$ cat src/sv/rrts_pkg.sv
// shared constants and types for the round-robin tick scheduler
`default_nettype none
package rrts_pkg;

	localparam int QUEUE_DEPTH = 16;
	localparam int PTR_W = $clog2(QUEUE_DEPTH);
	localparam int CNT_W = $clog2(QUEUE_DEPTH + 1);
	localparam int ID_W = 8;
	localparam int TIME_W = 16;
	localparam int ENTRY_W = ID_W + TIME_W;

	localparam logic [TIME_W-1:0] RUN_LENGTH_RESET = TIME_W'(100);

	localparam logic CMD_ARRIVE = 1'b0;
	localparam logic CMD_TICK = 1'b1;

	// commands from the controller to the datapath
	typedef struct packed {
		logic load;
		logic read;
		logic exec;
	} dp_cmd_t;

endpackage
`default_nettype wire

$ cat src/sv/round_robin_tick_scheduler.sv
// top level of the round-robin scheduler with a one-tick time slice
// an arrive goes from acceptance straight to the single execute step, a tick first through the
// queue ram registered read; no new request is taken until the previous one has left the
// execute step and the block is idle again
// a stalled result holds the execute step, so the next request waits for the result slot
// reset: arst_n clears pointers, count and tick counter, run length returns to 100
`default_nettype none
module round_robin_tick_scheduler import rrts_pkg::*; (
	input  wire logic              clk,
	input  wire logic              arst_n,
	input  wire logic              cfg_we,
	input  wire logic [TIME_W-1:0] cfg_wdata,
	input  wire logic              req_valid,
	output logic                   req_stall,
	input  wire logic              command,
	input  wire logic [ID_W-1:0]   job_id,
	input  wire logic [TIME_W-1:0] burst_time,
	output logic                   rsp_valid,
	input  wire logic              rsp_stall,
	output logic                   was_tick,
	output logic      [TIME_W-1:0] tick_time,
	output logic                   idle,
	output logic      [ID_W-1:0]   running_id,
	output logic                   finished,
	output logic                   last_tick,
	output logic                   window_over,
	output logic                   arrival_dropped
);

	dp_cmd_t cmd;

	rrts_ctrl u_ctrl (
		.clk        (clk),
		.arst_n     (arst_n),
		.req_valid  (req_valid),
		.req_command(command),
		.req_stall  (req_stall),
		.rsp_valid  (rsp_valid),
		.rsp_stall  (rsp_stall),
		.cmd        (cmd)
	);

	rrts_dp u_dp (
		.clk            (clk),
		.arst_n         (arst_n),
		.cmd            (cmd),
		.cfg_we         (cfg_we),
		.cfg_wdata      (cfg_wdata),
		.command        (command),
		.job_id         (job_id),
		.burst_time     (burst_time),
		.was_tick       (was_tick),
		.tick_time      (tick_time),
		.idle           (idle),
		.running_id     (running_id),
		.finished       (finished),
		.last_tick      (last_tick),
		.window_over    (window_over),
		.arrival_dropped(arrival_dropped)
	);

endmodule
`default_nettype wire

$ cat src/sv/rrts_ram.sv
// generic single-write, single-read ram with registered read data
`default_nettype none
module rrts_ram #(
	parameter int WIDTH = 8,
	parameter int DEPTH = 16
) (
	input  wire logic                     clk,
	input  wire logic                     we,
	input  wire logic [$clog2(DEPTH)-1:0] waddr,
	input  wire logic [WIDTH-1:0]         wdata,
	input  wire logic                     re,
	input  wire logic [$clog2(DEPTH)-1:0] raddr,
	output logic      [WIDTH-1:0]         rdata
);

	logic [WIDTH-1:0] mem_q [DEPTH];

	always_ff @(posedge clk) begin
		if (we) begin
			mem_q[waddr] <= wdata;
		end
		if (re) begin
			rdata <= mem_q[raddr];
		end
	end

endmodule
`default_nettype wire

$ cat src/sv/rrts_ctrl.sv
// controller state machine: request acceptance, queue read, execute and result handoff
`default_nettype none
module rrts_ctrl import rrts_pkg::*; (
	input  wire logic clk,
	input  wire logic arst_n,
	input  wire logic req_valid,
	input  wire logic req_command,
	output logic      req_stall,
	output logic      rsp_valid,
	input  wire logic rsp_stall,
	output dp_cmd_t   cmd
);

	typedef enum logic [1:0] {
		S_IDLE,
		S_READ,
		S_EXEC
	} state_t;

	state_t state_q;
	logic   out_valid_q;
	logic   accept;
	logic   exec_fire;

	assign req_stall = (state_q != S_IDLE);
	assign accept = req_valid && !req_stall;
	// the result slot is free when empty or being taken this cycle
	assign exec_fire = (state_q == S_EXEC) && (!out_valid_q || !rsp_stall);
	assign rsp_valid = out_valid_q;

	assign cmd.load = accept;
	assign cmd.read = (state_q == S_READ);
	assign cmd.exec = exec_fire;

	always_ff @(posedge clk or negedge arst_n) begin
		if (!arst_n) begin
			state_q <= S_IDLE;
			out_valid_q <= 1'b0;
		end else begin
			if (exec_fire) begin
				out_valid_q <= 1'b1;
			end else if (!rsp_stall) begin
				out_valid_q <= 1'b0;
			end
			case (state_q)
				S_IDLE: begin
					if (accept) begin
						// a tick needs the head entry, an arrive does not
						state_q <= (req_command == CMD_TICK) ? S_READ : S_EXEC;
					end
				end
				S_READ: begin
					state_q <= S_EXEC;
				end
				S_EXEC: begin
					if (exec_fire) begin
						state_q <= S_IDLE;
					end
				end
				default: begin
					state_q <= S_IDLE;
				end
			endcase
		end
	end

endmodule
`default_nettype wire

$ cat src/sv/rrts_dp.sv
// datapath: ready queue pointers, tick counter, run length and result registers
`default_nettype none
module rrts_dp import rrts_pkg::*; (
	input  wire logic              clk,
	input  wire logic              arst_n,
	input  wire dp_cmd_t           cmd,
	input  wire logic              cfg_we,
	input  wire logic [TIME_W-1:0] cfg_wdata,
	input  wire logic              command,
	input  wire logic [ID_W-1:0]   job_id,
	input  wire logic [TIME_W-1:0] burst_time,
	output logic                   was_tick,
	output logic      [TIME_W-1:0] tick_time,
	output logic                   idle,
	output logic      [ID_W-1:0]   running_id,
	output logic                   finished,
	output logic                   last_tick,
	output logic                   window_over,
	output logic                   arrival_dropped
);

	logic [PTR_W-1:0]  head_q;
	logic [PTR_W-1:0]  tail_q;
	logic [CNT_W-1:0]  count_q;
	logic [TIME_W-1:0] tick_q;
	logic [TIME_W-1:0] run_len_q;

	logic              cmd_q;
	logic [ID_W-1:0]   id_q;
	logic [TIME_W-1:0] burst_q;

	logic [ENTRY_W-1:0] rd_entry;
	logic [ID_W-1:0]    head_id;
	logic [TIME_W-1:0]  head_rem;
	logic [TIME_W-1:0]  rem_next;

	logic               wr_en;
	logic [ENTRY_W-1:0] wr_entry;
	logic [PTR_W-1:0]   head_inc;
	logic [PTR_W-1:0]   tail_inc;

	logic full;
	logic empty;
	logic past_window;
	logic at_last;

	logic              r_tick;
	logic              r_idle;
	logic [ID_W-1:0]   r_id;
	logic              r_fin;
	logic              r_last;
	logic              r_over;
	logic              r_drop;

	rrts_ram #(
		.WIDTH(ENTRY_W),
		.DEPTH(QUEUE_DEPTH)
	) u_queue (
		.clk  (clk),
		.we   (wr_en),
		.waddr(tail_q),
		.wdata(wr_entry),
		.re   (cmd.read),
		.raddr(head_q),
		.rdata(rd_entry)
	);

	assign head_id = rd_entry[ENTRY_W-1:TIME_W];
	assign head_rem = rd_entry[TIME_W-1:0];
	assign rem_next = (head_rem != '0) ? head_rem - TIME_W'(1) : '0;

	assign head_inc = (head_q == PTR_W'(QUEUE_DEPTH - 1)) ? '0 : head_q + PTR_W'(1);
	assign tail_inc = (tail_q == PTR_W'(QUEUE_DEPTH - 1)) ? '0 : tail_q + PTR_W'(1);

	assign full = (count_q == CNT_W'(QUEUE_DEPTH));
	assign empty = (count_q == '0);
	assign past_window = (tick_q >= run_len_q);
	assign at_last = (({1'b0, tick_q} + (TIME_W + 1)'(1)) == {1'b0, run_len_q});

	always_comb begin
		wr_en = 1'b0;
		wr_entry = {id_q, (burst_q == '0) ? TIME_W'(1) : burst_q};
		r_tick = 1'b0;
		r_idle = 1'b0;
		r_id = '0;
		r_fin = 1'b0;
		r_last = 1'b0;
		r_over = 1'b0;
		r_drop = 1'b0;
		if (cmd_q == CMD_ARRIVE) begin
			r_drop = full;
			wr_en = cmd.exec && !full;
		end else begin
			r_tick = 1'b1;
			if (past_window) begin
				r_over = 1'b1;
			end else begin
				r_last = at_last;
				if (empty) begin
					r_idle = 1'b1;
				end else begin
					r_id = head_id;
					r_fin = (rem_next == '0);
					// job with time left goes back to the tail
					wr_entry = {head_id, rem_next};
					wr_en = cmd.exec && (rem_next != '0);
				end
			end
		end
	end

	always_ff @(posedge clk or negedge arst_n) begin
		if (!arst_n) begin
			head_q <= '0;
			tail_q <= '0;
			count_q <= '0;
			tick_q <= '0;
			run_len_q <= RUN_LENGTH_RESET;
		end else begin
			if (cfg_we) begin
				run_len_q <= cfg_wdata;
			end
			if (cmd.exec) begin
				if (wr_en) begin
					tail_q <= tail_inc;
				end
				if (cmd_q == CMD_ARRIVE) begin
					if (!full) begin
						count_q <= count_q + CNT_W'(1);
					end
				end else if (!past_window) begin
					tick_q <= tick_q + TIME_W'(1);
					if (!empty) begin
						head_q <= head_inc;
						if (rem_next == '0) begin
							count_q <= count_q - CNT_W'(1);
						end
					end
				end
			end
		end
	end

	// transaction capture and result registers
	always_ff @(posedge clk) begin
		if (cmd.load) begin
			cmd_q <= command;
			id_q <= job_id;
			burst_q <= burst_time;
		end
		if (cmd.exec) begin
			was_tick <= r_tick;
			tick_time <= r_tick ? tick_q : '0;
			idle <= r_idle;
			running_id <= r_id;
			finished <= r_fin;
			last_tick <= r_last;
			window_over <= r_over;
			arrival_dropped <= r_drop;
		end
	end

endmodule
`default_nettype wire

$ cat config.mk
export PLATFORM = sky130hd
export DESIGN_NAME = round_robin_tick_scheduler
export DESIGN_NICKNAME = d
export VERILOG_FILES = /design/src/sv/rrts_pkg.sv /design/src/sv/round_robin_tick_scheduler.sv /design/src/sv/rrts_ram.sv /design/src/sv/rrts_ctrl.sv /design/src/sv/rrts_dp.sv
export SDC_FILE = /design/constraint.sdc
export NUM_CORES = 1
export LEC_CHECK = 0
export ABC_CLOCK_PERIOD_IN_PS = 18200
export BUFFER_PORTS_ARGS = -buffer_cell sky130_fd_sc_hd__buf_2
export CAP_MARGIN = 15
export CORE_MARGIN = 8
export CORE_UTILIZATION = 65
export CTS_CLUSTER_SIZE = 24
export DETAILED_ROUTE_END_ITERATION = 10
export PLACE_DENSITY = 0.93
export SKIP_LAST_GASP = 1
export SLEW_MARGIN = 15
export SYNTH_ARGS = -nofsm -noshare
export SYNTH_HDL_FRONTEND = slang
export SYNTH_SLANG_ARGS = --single-unit
export TNS_END_PERCENT = 20
$ cat constraint.sdc
create_clock -name clk -period 18.2 [get_ports clk]
set_clock_uncertainty 0.05 [all_clocks]
set_input_delay 2.73 -clock clk [delete_from_list [all_inputs] [get_ports clk]]
set_output_delay 2.73 -clock clk [all_outputs]
set_load 0.005 [all_outputs]
==> results of run 1 <==
==> flip-flops by register name (all words and copies together), names as in the netlist, 5 cells and up <==
name,cells
u_dp.u_queue.mem_q,384
u_dp.u_queue.rdata,24
u_dp.burst_q,16
u_dp.run_len_q,16
u_dp.tick_q,16
u_dp.tick_time,16
u_dp.id_q,8
u_dp.running_id,8
u_dp.count_q,5
==> cells in the final DEF (no fill, tap or decap), types with 10 or more instances in the layout <==
master / instances
inv_1: 33
and2_1: 28
nand3_1: 13
dfrtp_1: 43
nor2_1: 23
a221oi_1: 25
buf_4: 33
xnor2_1: 38
ha_1: 27
a21o_1: 14
nand4_1: 11
edfxtp_1: 463
clkbuf_1: 12
buf_2: 77
nor4_1: 10
mux2i_1: 80
a21oi_1: 34
mux4_2: 48
o21ai_0: 68
nor3_1: 11
mux2_2: 24
clkbuf_16: 51
a22oi_1: 24
xor2_1: 16
nand2_1: 89
clkinv_1: 13
==> area by class of cell <==
cell class,instances,area [um2],share of cell area
Timing Repair Buffer,111,644,0.0268
Sequential cell,511,15100,0.628
Clock buffer,63,1320,0.0549
Multi-Input combinational cell,698,6030,0.251
Tap cell,442,553,0.0230
Clock inverter,27,269,0.0112
Inverter,33,124,0.00515
==> path summary, 6_finish.rpt <==
path                                  startpoint  cells after the start  slack [ns]                   endpoint
setup / recovery                       rsp_stall                      9       13.16  u_dp.u_queue.mem_q[11][0]
hold / removal                 u_dp.run_len_q[5]                      2        0.48          u_dp.run_len_q[5]
setup reg to reg           u_dp.u_queue.rdata[6]                      9       13.75  u_dp.u_queue.mem_q[11][0]
hold reg to reg                u_dp.run_len_q[5]                      2        0.48          u_dp.run_len_q[5]
max in group asynchronous                 arst_n                      2       15.39             u_dp.head_q[0]
min in group asynchronous                 arst_n                      2        2.21          u_dp.run_len_q[4]
==> power groups by stage <==
stage	Combinational, mW	Sequential [mW]	Clock, mW
CTS	0.901	1.53	1.02
global placement	0.825	1.54	0
finish	0.932	1.53	1.02
detailed placement	0.868	1.55	0
floorplan	0.626	1.49	0
global route	0.983	1.54	1.07
==> worst max-delay path: cells and delay by family <==
| kind | cells | cell delay [ns] |
|---|---|---|
| buffers and inverters | 4 | 1.18 |
| AOI/OAI and AO/OA | 3 | 0.79 |
| and+or+nand+nor | 2 | 0.49 |
==> kinds of logic after synthesis <==
group                      synth area share
AOI/OAI and AO/OA                    0.0673
xor gates and xnor gates             0.0222
adders and majority gates            0.0173
buffers and inverters                0.0184
DFF                                   0.710
muxes                                 0.102
and+or+nand+nor                      0.0629
==> layer usage <==
layer | global-route usage | up-vias
met4 | 0.119 | 0
li1 | - | 5318
met1 | 0.356 | 6426
met2 | 0.448 | 1147
met5 | 0 | -
met3 | 0.0739 | 207
==> per-stage QoR <==
stage          power [mW]  cells
2_1_floorplan        2.12   1311
3_3_place_gp         2.37   1794
3_5_place_dp         2.42   1794
4_1_cts              3.45   1884
5_1_grt              3.59   1885
6_report             3.48   1885
==> results_dict.tcl, run 1 <==
set metrics [dict create \
    status "complete, no violations" \
    ys_seq_elements 511 \
    overflow 0 \
    antenna_left 0 \
    max-cap-violations 0 \
    clockPowerShare 0.293 \
    dp_hpwl_um 31000 \
    slowest_delay_ns 0.43 \
    async_reset_ff_frac 0.0939 \
    syn_area_um2 21300 \
    gp_congestion 0.976 \
    routed.top_layer "met4" \
    design_area_um2 24100 \
    seq_power_share 0.440 \
    swShare 0.322 \
    netlist_instances 1311 \
    grt_max_degree 58 \
    area_growth_pct 13.1 \
    yosysMostFrequentCell "edfxtp_1" \
    crit_arrival_ns 5.22 \
    met3WireLength_um 7420 \
    worstSetupStartpointType "primary input" \
    yosys_warnings 0 \
    postCtsSetupBuffers 0 \
    clk_pin_slew_worst_paths_ns 0.06 \
    hold_slack_ns 0.477 \
    antenna_cells 0 \
    worstSkewPairLatency_ns 0.59 \
    drv_slew 0 \
    cp-end-kind "register" \
    grt_usage 0.278 \
    powerDensity_nw_per_um2 145 \
    max_slew_margin 0.154 \
    synth_edf_count 463 \
    final_core_util 0.743 \
    path_cells "buf_2 -> a21oi_4 -> buf_4 -> o211ai_1 -> a2111oi_4 -> nor2_2 -> buf_6 -> nor4b_2 -> buf_4" \
    tightest_slew_ns 1.26 \
    setup_viol 0 \
    cts_inserted_buffers 50 \
    ys_types 68 \
    nNetsFinal 1479 \
    grt_pass1_wl_um 80000 \
    dr.first_iter.drc_count 2055 \
    routed_via_density 6.95 \
    clockRootBuffer "clkbuf_16" \
    remaining_drc_errors 0 \
    wl_met2_um 25900 \
    postCtsResizedCells 0 \
    drt_wl_total_um 54400 \
    fmax_ghz 0.199 \
    synth_flop_cell "edfxtp_1" \
    dp_slack_ns 12.73 \
    synthTopCellsByArea "edfxtp_1, dfrtp_1, mux4_2, mux2i_1, o21ai_0" \
    tritoncts "built" \
    ctsHoldBuffers 0 \
    num_io_pins 78 \
    grt_pass1_vias 12874 \
    drive_above_1_share 0.208 \
    synth_common_cells "edfxtp_1, nand2_1, mux2i_1" \
    postPlaceCellArea_um2 22400 \
    die_x_um 197 \
    initial_core_util 0.657 \
    max-vdd-ir-drop_uv 104 \
    combinationalPowerShare 0.267 \
    core-area_um2 32400 \
    synth_top_area_frac 0.654 \
    rows 66 \
    firstDrtPassIters 6 \
    cp_common_cell "buf_4" \
    yosysTopAreaCell "edfxtp_1" \
    crit_required_ns 18.39 \
    die_area_um2 38800 \
    fin_tns_setup_ns 0 \
    path_class "primary input to register" \
    antenna_found_initial 0 \
    io_buffers 77 \
    rsz0062_at_grt "false" \
    clockBufferDepth 3 \
    syn_nets 1385 \
    yosysSeqAreaShare 0.710 \
    syn_avg_cell_area_um2 16.2 \
    cellLeakagePower_nw 8.43 \
    worstHoldPathType "register to register" \
    nFillCells 1712 \
    hold_viol 0 \
    post-route-period-util 0.277 \
    h-tree-depth 2 \
    die_h_um 197 \
    num_vias 13098 \
    p_int_mw 2.36 \
    slowest_stage "buf_4" \
    wl_met1_um 18700 \
    wl_per_cell_um 28.9 \
    period_needed_ns 5.04 \
    cts.sinks 511 \
    switchingPower_mw 1.12 \
    path_max_fanout 34 \
    fin_ws_ns 13.16 \
]
Note: power is estimated with default switching activity, not from simulation.
==> run 2, diff against run 1 <==
--- a/config.mk
+++ b/config.mk
@@ -5,14 +5,14 @@
 export SDC_FILE = /design/constraint.sdc
 export NUM_CORES = 1
 export LEC_CHECK = 0
-export ABC_CLOCK_PERIOD_IN_PS = 18200
+export ABC_CLOCK_PERIOD_IN_PS = 4950
 export BUFFER_PORTS_ARGS = -buffer_cell sky130_fd_sc_hd__buf_2
 export CAP_MARGIN = 15
 export CORE_MARGIN = 8
-export CORE_UTILIZATION = 65
+export CORE_UTILIZATION = 62
 export CTS_CLUSTER_SIZE = 24
 export DETAILED_ROUTE_END_ITERATION = 10
-export PLACE_DENSITY = 0.93
+export PLACE_DENSITY = 0.9
 export SKIP_LAST_GASP = 1
 export SLEW_MARGIN = 15
 export SYNTH_ARGS = -nofsm -noshare
==> constraint.sdc (replaced) <==
create_clock -name clk -period 4.95 [get_ports clk]
set_clock_uncertainty 0.05 [all_clocks]
set_input_delay 0.7425 -clock clk [delete_from_list [all_inputs] [get_ports clk]]
set_output_delay 0.7425 -clock clk [all_outputs]
set_load 0.005 [all_outputs]
==> results_dict.tcl, run 2 (synthesized netlist as in run 1, its figures left out) <==
set metrics [dict create \
    status "complete, no violations" \
    initial_core_util 0.622 \
    place_inst 1827 \
    grt_use_met2 0.432 \
    firstDrtPassIters 5 \
    final_core_util 0.707 \
    grt_usage 0.257 \
    clk_pin_slew_worst_paths_ns 0.07 \
    core-area_um2 34200 \
    fin_cells 1916 \
    nNetsFinal 1497 \
    max-cap-violations 0 \
    dp_hpwl_um 30300 \
    cts_inserted_buffers 48 \
    drive_above_1_share 0.216 \
    hold_viol 0 \
    remaining_drc_errors 0 \
    reg2regPathDepth 9 \
    cp-end-kind "register" \
    grt-busiest-layer "met2" \
    h-tree-depth 2 \
    worstSetupStartpointType "register" \
    worstHoldPathType "primary input to asynchronous set/reset pin" \
    crit_required_ns 5.21 \
    clockBufferDepth 3 \
    final_cell_mix "edfxtp_1, nand2_1, mux2i_1" \
    ctsHoldBuffers 0 \
    grt_max_degree 50 \
    dr.first_iter.drc_count 1645 \
    fmax_ghz 0.237 \
    postCtsSetupBuffers 0 \
    io_buffers 77 \
    drv_slew 0 \
    grt.met1_usage 0.322 \
    regMostFlops "u_dp.u_queue.mem_q" \
    antenna_found_initial 0 \
    grt_pass1_vias 12993 \
    worstSkewPairLatency_ns 0.57 \
    overflow 0 \
    crit_arrival_ns 4.48 \
    max-vdd-ir-drop_uv 463 \
    grtUsageMet3 0.0499 \
    cellLeakagePower_nw 8.54 \
    num_io_pins 78 \
    reg.largest.list "u_dp.u_queue.mem_q: 384 flops, u_dp.u_queue.rdata: 24 flops" \
    cts.sinks 511 \
    drt_wl_total_um 52800 \
    die_h_um 201 \
    wl_per_cell_um 27.6 \
    postCtsResizedCells 0 \
    gp_congestion 0.907 \
    path_max_fanout 38 \
    setup_viol 0 \
    die_area_um2 40500 \
    reg2reg_to "u_dp.u_queue.mem_q[5][4]" \
    antenna_cells 0 \
    post-route-period-util 0.854 \
    grt_pass1_wl_um 79500 \
    fin_ws_ns 0.725 \
    mostFrequentLayoutCell "edfxtp_1" \
    tightest_slew_ns 1.20 \
    fin_tns_setup_ns 0 \
    dp_slack_ns 0.527 \
    area_growth_pct 13.7 \
    largest_reg_flops 384 \
    clockRootBuffer "clkbuf_16" \
    rsz0062_at_grt "false" \
    routed_via_density 6.68 \
    max_slew_margin 0.198 \
    path_class "register to register" \
    r2r-start "u_dp.run_len_q[2]" \
    num_vias 12790 \
    tritoncts "built" \
    powerDensity_nw_per_um2 522 \
    total_power_mw 12.6 \
    rrSetupSlack_ns 0.72 \
    rows 68 \
    die_x_um 201 \
    antenna_left 0 \
    period_needed_ns 4.23 \
]
-- run 2: worst max path at each step --
stage	slack, ns	startpoint	endpoint	depth (start not counted)
after floorplan	0.12	rsp_stall	u_dp.u_queue.mem_q[12][0]	6
after global placement	0.68	u_dp.run_len_q[2]	u_dp.u_queue.mem_q[14][4]	10
after detailed placement	0.53	u_dp.run_len_q[2]	u_dp.u_queue.mem_q[15][5]	10
after CTS	0.49	u_dp.u_queue.rdata[8]	u_dp.u_queue.mem_q[14][3]	8
after global routing	0.48	u_dp.run_len_q[2]	u_dp.u_queue.mem_q[15][3]	10
final	0.72	u_dp.run_len_q[2]	u_dp.u_queue.mem_q[5][4]	9
-- run 2: area by class of cell --
type | count | area [um2]
multi-input combinational | 698 | 5910
fill | 2045 | 10000
tap | 455 | 569
timing repair buffer | 131 | 861
sequential | 511 | 15100
clock buffer | 61 | 1310
clock inverter | 27 | 284
inverter | 33 | 124
-- run 2: power by group --
part	switching, mW	internal, mW
logic	1.87	1.30
registers	0.451	5.26
clock network	1.59	2.15
-- run 2: worst max-delay path, cell delays in order, from the launching register on --
cell,delay (ns)
dfstp_2,0.57
inv_1,0.07
ha_1,0.29
a211o_1,0.11
a31oi_1,0.04
o311ai_0,0.92
a21o_1,0.41
or2_2,0.83
o31ai_1,0.38
buf_4,0.28
-- run 2: layer usage --
| layer | share of wire | vias to the layer above | routed length [um] |
|---|---|---|---|
| li1 | - | 5360 | - |
| met1 | 0.36 | 6331 | 18900 |
| met2 | 0.49 | 922 | 26000 |
| met3 | 0.10 | 177 | 5280 |
| met4 | 0.049 | 0 | 2600 |
| met5 | 0 | - | 0 |
-- run 2: through the flow --
| stage | hold slack, ns | area, um2 |
|---|---|---|
| floorplan | 0.397 | 21300 |
| global placement | 0.452 | 22500 |
| detailed placement | 0.473 | 22500 |
| CTS | 0.262 | 24100 |
| global route | 0.283 | 24200 |
| finish | 0.254 | 24200 |
